===== src/rtl/shmt_pkg.sv =====
package shmt_pkg;

	localparam int CORDIC_STAGES = 16;
	localparam int ATAN_LEN = 24;
	localparam int CORDIC_N = (CORDIC_STAGES < ATAN_LEN) ? CORDIC_STAGES : ATAN_LEN;

	localparam int XY_W = 36;
	localparam int Z_W = 28;

	// atan(2^-i) in Q.24 radians
	localparam logic signed [Z_W-1:0] ATAN_Q24 [ATAN_LEN] = '{
		28'sd13176795, 28'sd7778716, 28'sd4110060, 28'sd2086331,
		28'sd1047214, 28'sd524117, 28'sd262123, 28'sd131069,
		28'sd65536, 28'sd32768, 28'sd16384, 28'sd8192,
		28'sd4096, 28'sd2048, 28'sd1024, 28'sd512,
		28'sd256, 28'sd128, 28'sd64, 28'sd32,
		28'sd16, 28'sd8, 28'sd4, 28'sd2
	};

	localparam logic signed [29:0] PI_Q24 = 30'sd52707179;
	localparam logic signed [29:0] TWO_PI_Q24 = 30'sd105414358;
	localparam logic [29:0] INV_GAIN_Q30 = 30'd652032874;
	localparam logic [63:0] NEAR_LIM64 = ((64'd6554 << 30) - 64'd1) / 64'd652032874;
	localparam logic [63:0] RECIP_Q40_64 = ((64'd1 << 40) + 64'd1228) / 64'd1229;
	localparam logic [15:0] BOUND_Q13 = 16'd1229;
	localparam logic [15:0] HALF_PI_Q13 = 16'd12868;
	localparam logic [12:0] ONE_Q12 = 13'd4096;
	localparam logic [16:0] TINY_Q12 = 17'd41;
	localparam logic [30:0] ONE_Q30 = 31'h4000_0000;

	localparam logic [1:0] REG_MAX_LIN = 2'd0;
	localparam logic [1:0] REG_MAX_TURN = 2'd1;
	localparam logic [1:0] REG_MIN_TURN = 2'd2;

	typedef struct packed {
		logic signed [31:0] cur_x;
		logic signed [31:0] cur_y;
		logic signed [15:0] cur_heading;
		logic signed [31:0] target_x;
		logic signed [31:0] target_y;
	} in_word_t;

	typedef struct packed {
		logic [14:0]        linear_cmd;
		logic signed [15:0] angular_cmd;
	} out_word_t;

	typedef struct packed {
		logic signed [15:0] head;
		logic               near;
		logic signed [16:0] w;
		logic               cos_en;
	} side_t;

	typedef struct packed {
		logic signed [XY_W-1:0] x;
		logic signed [XY_W-1:0] y;
		logic signed [Z_W-1:0]  z;
		side_t                  side;
	} cordic_t;

endpackage


===== src/rtl/shmt_cell.sv =====
module shmt_cell import shmt_pkg::*; (
	input  logic                  clk,
	input  logic                  arst_n,
	input  logic                  rotate,
	input  logic [4:0]            shamt,
	input  logic signed [Z_W-1:0] angle,
	input  logic                  vld_in,
	input  cordic_t               d_in,
	output logic                  vld_out,
	output cordic_t               d_out
);

	logic signed [XY_W-1:0] xs, ys;
	logic neg;
	cordic_t nxt;

	always_comb begin
		xs = d_in.x >>> shamt;
		ys = d_in.y >>> shamt;
		// vectoring drives y to zero, rotation drives z to zero
		neg = rotate ? (d_in.z >= 0) : (d_in.y < 0);
		nxt = d_in;
		if (neg) begin
			nxt.x = d_in.x - ys;
			nxt.y = d_in.y + xs;
			nxt.z = d_in.z - angle;
		end else begin
			nxt.x = d_in.x + ys;
			nxt.y = d_in.y - xs;
			nxt.z = d_in.z + angle;
		end
	end

	always_ff @(posedge clk or negedge arst_n) begin
		if (!arst_n) begin
			vld_out <= 1'b0;
		end else begin
			vld_out <= vld_in;
		end
	end

	always_ff @(posedge clk) begin
		d_out <= nxt;
	end

endmodule


===== config.mk =====
export PLATFORM = sky130hd
export DESIGN_NAME = shmt_cell
export DESIGN_NICKNAME = d
export VERILOG_FILES = /design/src/rtl/shmt_pkg.sv /design/src/rtl/shmt_cell.sv
export SDC_FILE = /design/constraint.sdc
export NUM_CORES = 1
export LEC_CHECK = 0
export BUFFER_PORTS_ARGS = -buffer_cell sky130_fd_sc_hd__buf_4
export CORE_UTILIZATION = 52
export CTS_CLUSTER_SIZE = 16
export DETAILED_ROUTE_END_ITERATION = 8
export PLACE_DENSITY = 0.82
export SYNTH_ARGS = -nofsm -noshare
export SYNTH_HDL_FRONTEND = slang
export SYNTH_SLANG_ARGS = --single-unit

===== constraint.sdc =====
create_clock -name clk -period 0.8 [get_ports clk]
set_input_delay 0.24 -clock clk [delete_from_list [all_inputs] [get_ports clk]]
set_output_delay 0.24 -clock clk [all_outputs]
set_load 0.02 [all_outputs]

==> impl_metrics.py, run 1 <==
metrics = {
    "synth": {
        "syn_inst": 1753,
        "synth_nets": 2029,
        "yosys.cell_types.count": 101,
        "synth_ff_type": "dfxtp_1",
        "synth_seq_cells": 136,
        "netlist_area_mm2": 0.0154,
        "async_flop_share_pct": 0.735,
        "yosysTopAreaCell": "dfxtp_1",
        "yosysWarnings": 0,
        "avgSynthCellArea_um2": 8.76,
        "synth_top_cell_area_share_pct": 17.6,
        "synth-edff-count": 0,
        "synth-seq-area-share_pct": 17.8,
        "synthTopCellsByArea": "dfxtp_1 (18%), mux4_2 (12%), ha_1 (8.2%)",
    },
    "floorplan": {
        "initial_core_util_pct": 53.2,
        "rows": 62,
        "chipWidth_um": 174,
        "ios": 308,
        "dieHeight_um": 174,
    },
    "place": {
        "portBuffers": 307,
        "routabilityCongestion": 1.11,
        "place_inst": 3086,
        "dp_hpwl_um": 57800,
    },
    "global_route": {
        "grt_max_degree": 52,
        "grt-ovfl-total": 2,
        "grt_use_total_pct": 73.5,
    },
    "clocking": {
        "htree_levels": 4,
        "cts_root_buf": "clkbuf_16",
        "cts_buffers": 17,
        "clock_path_buffers": 2,
        "cts.sinks": 136,
    },
    "outcome": {
        "stop_stage": "global routing (5_1_grt)",
        "status": "aborted with a tool error",
        "error_line": "[ERROR GRT-0232] Routing congestion too high. Check the congestion heatmap in the GUI.",
    },
}
-- cells by family after synthesis --
group | share of synthesized area (%)
AO/OA/AOI/OAI | 22.2
buffers and inverters | 4.42
adder cells (fa/ha/maj) | 8.62
multiplexers | 20.4
flip-flops | 17.8
XOR/XNOR | 10.3
AND/OR/NAND/NOR | 16.4
-- per-stage QoR --
stage | hold WS [ns] | cell area [um2] | setup WS [ns] | setup TNS (ns)
detailed placement | 0.0202 | 23800 | -4.85 | -362.12
CTS | -0.00361 | 26100 | -3.95 | -333.06
global placement | 0.0161 | 23800 | -4.68 | -350.16
floorplan | -0.0556 | 16000 | -4.28 | -273.43
-- cells in the mapped netlist, drive strengths merged, types with 7 or more instances --
| cell | count |
|---|---|
| or2 | 15 |
| nand4 | 15 |
| mux2 | 48 |
| inv | 42 |
| o21bai | 13 |
| and2 | 13 |
| mux2i | 68 |
| buf | 54 |
| a31oi | 24 |
| and3 | 27 |
| a221oi | 13 |
| a41oi | 9 |
| nor2b | 24 |
| o21ai | 82 |
| a211oi | 21 |
| nor2 | 134 |
| o21a | 20 |
| o211ai | 13 |
| o31ai | 11 |
| a21o | 47 |
| xnor2 | 118 |
| nand3 | 33 |
| clkbuf | 35 |
| nand2b | 25 |
| ha | 101 |
| nand2 | 138 |
| nand3b | 7 |
| dfxtp | 135 |
| mux4 | 84 |
| xor2 | 62 |
| a21oi | 139 |
| a22oi | 9 |
| nor3 | 27 |
| a21boi | 8 |
| a211o | 7 |
| o22ai | 26 |
-- what timing repair did --
| item | in CTS |
|---|---|
| hold endpoints to repair | 38 |
| gates resized for setup | 206 |
| cloned | 2 |
| hold buffers | 37 |
| endpoints found under the setup margin | 235 |
| buffers inserted | 44 |
| pin swaps | 86 |
-- per-layer routing --
layer  global-route usage [%]  GRT overflow
met1                     71.5             0
met2                     93.1             1
met3                     56.7             0
met4                     73.0             1
met5                     33.2             0
==> run 2, diff against run 1 <==
--- a/config.mk
+++ b/config.mk
@@ -6,10 +6,9 @@
 export NUM_CORES = 1
 export LEC_CHECK = 0
 export BUFFER_PORTS_ARGS = -buffer_cell sky130_fd_sc_hd__buf_4
-export CORE_UTILIZATION = 52
-export CTS_CLUSTER_SIZE = 16
+export CORE_UTILIZATION = 37
 export DETAILED_ROUTE_END_ITERATION = 8
-export PLACE_DENSITY = 0.82
+export PLACE_DENSITY_LB_ADDON = 0.15
 export SYNTH_ARGS = -nofsm -noshare
 export SYNTH_HDL_FRONTEND = slang
 export SYNTH_SLANG_ARGS = --single-unit
==> constraint.sdc (replaced) <==
create_clock -name clk -period 1 [get_ports clk]
set_input_delay 0.3 -clock clk [delete_from_list [all_inputs] [get_ports clk]]
set_output_delay 0.3 -clock clk [all_outputs]
set_load 0.02 [all_outputs]
==> run 2 against run 1 <==
- the flow now finishes, with violations (negative setup slack)
- synthesized cell count unchanged
- area after synthesis did not move
==> impl_metrics.py, run 2 <==
metrics = {
    "timing": {
        "min_period_ns": 4.98,
        "max_freq_mhz": 201,
        "hold_viol_final": 0,
        "slew_headroom_pct": 58.9,
        "min_period_over_period_pct": 498,
        "fin_ws_ns": -3.98,
        "tightest_slew_ns": 0.616,
        "rsz0062_at_grt": "true",
        "setup_viol_count_final": 235,
        "slew_violations": 0,
        "finalSetupTns_ns": -300.25,
    },
    "clocking": {
        "cts_tree": "built",
        "clock_path_buffers": 2,
        "cts.sinks": 136,
        "cts_buffers": 17,
        "path_clk_slew_ns": 0.07,
        "htree_levels": 4,
        "cts_root_buf": "clkbuf_16",
    },
    "pwr": {
        "p_sw_mw": 17.6,
        "power_frac_comb_pct": 66.0,
        "swShare_pct": 40.6,
        "total_leakage_power_nw": 12.8,
        "power_density_mw_per_mm2": 1570,
        "ir_drop_uv": 1280,
        "pwr-share-clk_pct": 15.1,
        "p_int_mw": 25.7,
        "power_frac_seq_pct": 19.0,
        "total_power_mw": 43.3,
    },
    "critical_path": {
        "worstPathArrival_ns": 5.38,
        "crit_end": "d_out[127]",
        "cp_max_fo": 8,
        "crit_required_ns": 1.40,
        "crit_family": "compound AO/OA/AOI/OAI gates",
        "cp_num_cells": 24,
        "crit_buf_inv": 7,
        "cp-end-kind": "flip-flop",
        "cp_slowest_cell": "mux4_2",
        "max_stage_delay_ns": 0.52,
        "crit_path_frequent_cell": "buf_6",
        "cp-startpoint": "shamt[1]",
        "crit_chain": "buf_16 -> buf_8 -> buf_12 -> buf_8 -> mux4_2 -> mux4_2 -> a22o_1 -> and4b_2 -> buf_6 -> buf_6 -> a21oi_4 -> xor2_2 -> ha_4 -> a21o_1 -> a21oi_2 -> nor2b_2 -> a311oi_4 -> o21ai_2 -> buf_6 -> a221o_1 -> a21oi_2 -> o21bai_2 -> o41ai_2 -> xnor2_1",
        "worstSetupStartpointType": "input port",
        "crit_type": "in2reg",
    },
    "global_route": {
        "grt_max_degree": 36,
        "grt_antenna_before_repair": 2,
        "gr-usage-met3_pct": 6.84,
        "grt_pass1_vias": 19000,
        "grt_use_met2_pct": 57.3,
        "grt_pass1_wl_um": 107000,
        "grt_use_total_pct": 33.7,
        "grt-ovfl-total": 0,
        "use_met1_pct": 40.2,
        "busiest_layer": "met2",
    },
    "finish": {
        "final_cell_count_no_fill": 3431,
        "largest_reg_flops": 135,
        "top_register": "d_out",
        "reg_top3": "d_out x135, vld_out x1",
        "drive_gt1_share_pct": 58.0,
        "final_cell_mix": "buf_4 (1043), nand2_1 (123), nor2_1 (108)",
        "fillers": 3320,
        "area_growth_pct": 79.9,
        "final_common_cell": "buf_4",
        "nets": 3161,
        "design_area_mm2": 0.0276,
    },
    "synth": {
        "avgSynthCellArea_um2": 8.76,
        "synth_commonest_cells": "a21oi_1 (139), nand2_1 (136), dfxtp_1 (135)",
        "yosysWarnings": 0,
        "yosysTopAreaCell": "dfxtp_1",
        "synth-seq-area-share_pct": 17.8,
        "synth_seq_cells": 136,
        "synth-edff-count": 0,
        "syn_inst": 1753,
        "async_flop_share_pct": 0.735,
        "netlist_area_mm2": 0.0154,
        "synth_top_cell_area_share_pct": 17.6,
        "synth_nets": 2029,
        "synth_ff_type": "dfxtp_1",
        "synthTopCellsByArea": "dfxtp_1 (18%), mux4_2 (12%), ha_1 (8.2%)",
        "synthMostInstantiatedCell": "a21oi_1",
        "yosys.cell_types.count": 101,
    },
    "outcome": {
        "status": "finished, violations left",
        "violations": "negative setup slack",
    },
    "floorplan": {
        "core_mm2": 0.0409,
        "initial_core_util_pct": 37.5,
        "chipWidth_um": 206,
        "ios": 308,
        "dieHeight_um": 206,
        "rows": 74,
        "dieArea_mm2": 0.0423,
    },
    "detailed_routing": {
        "drt-pass1-iter-count": 6,
        "postRouteWirelength_um": 73900,
        "viasPerCell": 5.57,
        "first_iter_violations": 1594,
        "ant_nets": 0,
        "drcViolationCount": 0,
        "vias": 19100,
        "wl_per_cell_um": 21.5,
    },
    "place": {
        "place_area_mm2": 0.0244,
        "routabilityCongestion": 1.07,
        "place_inst": 3286,
        "portBuffers": 307,
        "dp_hpwl_um": 57200,
    },
    "run": {
        "cap_violations": 0,
    },
    "min_path": {
        "min_path_type": "in2reg",
        "hold_start": "d_in[63]",
    },
}
==> run 2: cell counts after synthesis <==
Identical to the previous run, type by type.
==> run 2: kinds of logic (layout without fill, tap and decap cells) <==
family,Yosys count,after routing,synth area share (%)
adders and majority gates,104,104,8.62
and+or+nand+nor,495,495,16.4
DFF,136,136,17.8
buffers and inverters,132,1277,4.42
xor gates and xnor gates,180,180,10.3
AOI/OAI and AO/OA,506,506,22.2
muxes,200,200,20.4
other,0,1,0
==> run 2: timing repair <==
| action | 4_1_cts | 5_1_grt |
|---|---|---|
| cloned | 1 | 2 |
| hold endpoints to repair | 37 | 0 |
| gates resized for setup | 156 | 248 |
| buffers inserted | 39 | 54 |
| hold buffers | 37 | 0 |
| pin swaps | 74 | 131 |
| setup endpoints to repair | 235 | 235 |
==> run 2: layer usage <==
metal,vias up,part of all wire [%]
met4,2,5.0
met2,796,48
met1,9225,39
met5,-,0.020
li1,8908,-
met3,182,7.1
==> run 2: power groups by stage <==
stage | Clock [mW] | Sequential (mW) | Combinational [mW]
2_1_floorplan | 0 | 10.5 | 10.5
3_3_place_gp | 0 | 8.06 | 24.7
3_5_place_dp | 0 | 8.11 | 24.9
4_1_cts | 6.67 | 8.12 | 26.3
5_1_grt | 6.89 | 8.37 | 30.4
6_report | 6.51 | 8.20 | 28.5
==> run 2: worst min-delay path by stage <==
| stage | end | slack, ns | depth (start not counted) |
|---|---|---|---|
| 2_1_floorplan | vld_out | 0.004 | 0 |
| 3_3_place_gp | vld_out | 0.08 | 1 |
| 3_5_place_dp | vld_out | 0.08 | 1 |
| 4_1_cts | d_out[63] | 0.005 | 2 |
| 5_1_grt | d_out[63] | 0.04 | 2 |
| 6_report | d_out[63] | 0.05 | 2 |
==> run 2: final cells by class <==
cell class                 instances  area [um2]  share of cell area [%]
clock inverter                    15         161                   0.584
timing repair buffer            1202        9840                    35.6
inverter                          43         169                   0.611
antenna                            1        2.50                 0.00906
clock buffer                      17         425                    1.54
multi-input combinational       1485       13600                    49.2
tap                              532         666                    2.41
sequential                       136        2780                    10.1
==> run 2: stage by stage <==
step | setup WS (ns) | utilization [%] | hold WS [ns]
after global placement | -4.76 | 59.6 | 0.0760
final | -3.98 | 67.5 | 0.0451
after CTS | -3.82 | 64.1 | 0.00481
after detailed placement | -4.71 | 59.6 | 0.0768
after global routing | -4.11 | 67.5 | 0.0371
after floorplan | -4.14 | - | 0.00441
Note: power is estimated with default switching activity, not from simulation.
==> run 3, diff against run 2 <==
--- a/config.mk
+++ b/config.mk
@@ -5,6 +5,7 @@
 export SDC_FILE = /design/constraint.sdc
 export NUM_CORES = 1
 export LEC_CHECK = 0
+export ABC_CLOCK_PERIOD_IN_PS = 1000
 export BUFFER_PORTS_ARGS = -buffer_cell sky130_fd_sc_hd__buf_4
 export CORE_UTILIZATION = 37
 export DETAILED_ROUTE_END_ITERATION = 8
==> constraint.sdc (replaced) <==
create_clock -name clk -period 1 [get_ports clk]
set_input_delay 0.3 -clock clk [delete_from_list [all_inputs] [get_ports clk]]
set_output_delay 0.3 -clock clk [all_outputs]
set_load 0.005 [all_outputs]
==> run 3 against run 2 <==
- die area unchanged
- sequential share of layout area up 0.11 points
- via count up 0.13%
- flip-flop and latch count unchanged
- core utilization increased by 1.2 points
- cell count grew 0.17%
- design area rose by 1.8%
- power down 2.2%
- clock power is essentially flat
- the run still ends with negative setup slack left
- hold slack better by 0.0036 ns
- sequential power increased by 5.5%
- critical path type unchanged
- fmax shrank 0.35%
==> impl_metrics.py, run 3 (synthesis gave the netlist of run 2 again) <==
metrics = {
    "clocking": {
        "clock_path_buffers": 2,
        "cts.sinks": 136,
        "htree_levels": 4,
        "cts_tree": "built",
        "path_clk_slew_ns": 0.07,
        "cts_root_buf": "clkbuf_16",
        "cts_buffers": 17,
    },
    "global_route": {
        "grt_antenna_before_repair": 2,
        "grt_pass1_wl_um": 107000,
        "grt_max_degree": 36,
        "grt_use_total_pct": 33.5,
        "grt_pass1_vias": 18900,
        "grt-ovfl-total": 0,
    },
    "floorplan": {
        "ios": 308,
        "initial_core_util_pct": 37.5,
        "chipWidth_um": 206,
        "dieHeight_um": 206,
        "core_mm2": 0.0409,
        "dieArea_mm2": 0.0423,
        "rows": 74,
    },
    "finish": {
        "multi_input_area_mm2": 0.0137,
        "largest_reg_flops": 135,
        "final_cell_mix": "buf_4 (974), buf_6 (163), nand2_1 (121)",
        "drive_gt1_share_pct": 60.5,
        "area_growth_pct": 83.2,
        "design_area_mm2": 0.0281,
        "nets": 3167,
        "final_common_cell": "buf_4",
        "top_register": "d_out",
        "register_area_mm2": 0.00286,
        "fillers": 3212,
        "reg_top3": "d_out x135, vld_out x1",
    },
    "pwr": {
        "pwr-share-clk_pct": 15.4,
        "power_density_mw_per_mm2": 1500,
        "total_leakage_power_nw": 12.9,
        "swShare_pct": 37.2,
        "power_frac_seq_pct": 20.4,
        "p_sw_mw": 15.7,
        "p_int_mw": 26.6,
        "power_frac_comb_pct": 64.2,
        "ir_drop_uv": 1260,
    },
    "outcome": {
        "status": "finished, violations left",
        "violations": "negative setup slack",
    },
    "critical_path": {
        "cp_slowest_cell": "mux4_2",
        "cp-end-kind": "flip-flop",
        "cp_max_fo": 8,
        "worstSetupStartpointType": "input port",
        "crit_required_ns": 1.40,
        "cp-startpoint": "shamt[1]",
        "crit_path_frequent_cell": "buf_6",
        "max_stage_delay_ns": 0.53,
        "crit_chain": "buf_16 -> buf_8 -> buf_12 -> buf_8 -> mux4_2 -> mux4_2 -> a22o_1 -> and4b_2 -> buf_6 -> buf_6 -> a21oi_4 -> xor2_2 -> ha_4 -> a21o_1 -> a21oi_2 -> nor2b_2 -> a311oi_4 -> o21ai_2 -> buf_6 -> a221o_1 -> a21oi_2 -> o21bai_2 -> o41ai_2 -> xnor2_1",
        "crit_type": "in2reg",
        "worstPathArrival_ns": 5.39,
    },
    "timing": {
        "rsz0062_at_grt": "true",
        "min_period_ns": 5.00,
        "slew_headroom_pct": 55.9,
        "hold_viol_final": 0,
        "tightest_slew_ns": 0.661,
        "min_period_over_period_pct": 500,
        "slew_violations": 0,
        "max_freq_mhz": 200,
        "fin_ws_ns": -4.00,
        "setup_viol_count_final": 235,
    },
    "min_path": {
        "hold_start": "d_in[63]",
        "holdPathStages": 2,
        "min_path_type": "in2reg",
    },
    "detailed_routing": {
        "ant_nets": 0,
        "wl_per_cell_um": 21.7,
        "vias": 19100,
        "drcViolationCount": 0,
        "drt-pass1-iter-count": 5,
        "postRouteWirelength_um": 74600,
        "first_iter_violations": 1610,
        "viasPerCell": 5.57,
    },
    "place": {
        "dp_slack_ns": -4.71,
        "portBuffers": 307,
        "place_area_mm2": 0.0244,
        "dp_hpwl_um": 57200,
        "routabilityCongestion": 1.07,
    },
    "run": {
        "cap_violations": 0,
    },
}
run 3: changes by cell type in the layout (fill, tap and decap cells not counted), moves of 3 or more:
cell     before  now
nor2_2       22   19
dfxtp_1      92   27
buf_6        89  163
buf_4      1043  974
nor2_4        4    7
dfxtp_2      43  108
run 3: cell type report:
cell class              count  area share (%)
multi-input cells        1485            48.6
repair buffers           1208            36.2
flip-flops and latches    136            10.2
well taps                 532            2.37
clock buffers              17            1.51
inverters                  43           0.609
clock inverters            15           0.574
diodes                      1         0.00889
run 3: power by group through the flow:
stage          Combinational [mW]  Sequential (mW)  Clock [mW]
3_5_place_dp                 22.6             8.11           0
5_1_grt                      29.0             8.80        6.89
3_3_place_gp                 22.4             8.06           0
2_1_floorplan                10.5             8.27           0
4_1_cts                      23.9             8.03        6.67
6_report                     27.1             8.65        6.50
run 3: worst max-delay path: cells and delay by family:
family | cells | cell delay, ns
adders and majority gates | 1 | 0.26
AOI/OAI and AO/OA | 10 | 2.08
buffers and inverters | 7 | 0.85
xor gates and xnor gates | 2 | 0.42
and+or+nand+nor | 2 | 0.42
muxes | 2 | 1.05
run 3: metal layers:
| layer | vias up | part of all wire (%) | global-route usage (%) |
|---|---|---|---|
| met5 | - | 0.024 | 0 |
| met3 | 182 | 7.2 | 6.89 |
| met2 | 825 | 48 | 56.7 |
| li1 | 8929 | - | - |
| met4 | 2 | 5.1 | 16.9 |
| met1 | 9199 | 39 | 40.0 |
run 3: worst paths after layout:
path	endpoint	slack [ns]
max	d_out[127]	-4.00
max in group asynchronous	vld_out	0.77
min in group asynchronous	vld_out	0.15
min	d_out[63]	0.05
run 3: metrics by stage:
step                instances  TNS, ns  power [mW]  utilization (%)  hold slack, ns
floorplan                1753  -259.57        18.7                -         0.00441
global placement         3286  -340.96        30.4             59.6          0.0760
detailed placement       3286  -342.64        30.7             59.6          0.0768
CTS                      3387  -298.19        38.6             63.9         0.00481
global route             3437  -315.61        44.7             68.8          0.0350
finish                   3437  -300.36        42.3             68.8          0.0487
run 3: repair_timing:
action / in CTS / in global routing
hold endpoints to repair: 37 / 0
hold buffers: 37 / 0
setup buffers: 39 / 62
cloned: 1 / 2
endpoints found under the setup margin: 235 / 235
resized for setup: 129 / 429
pin swaps: 74 / 134
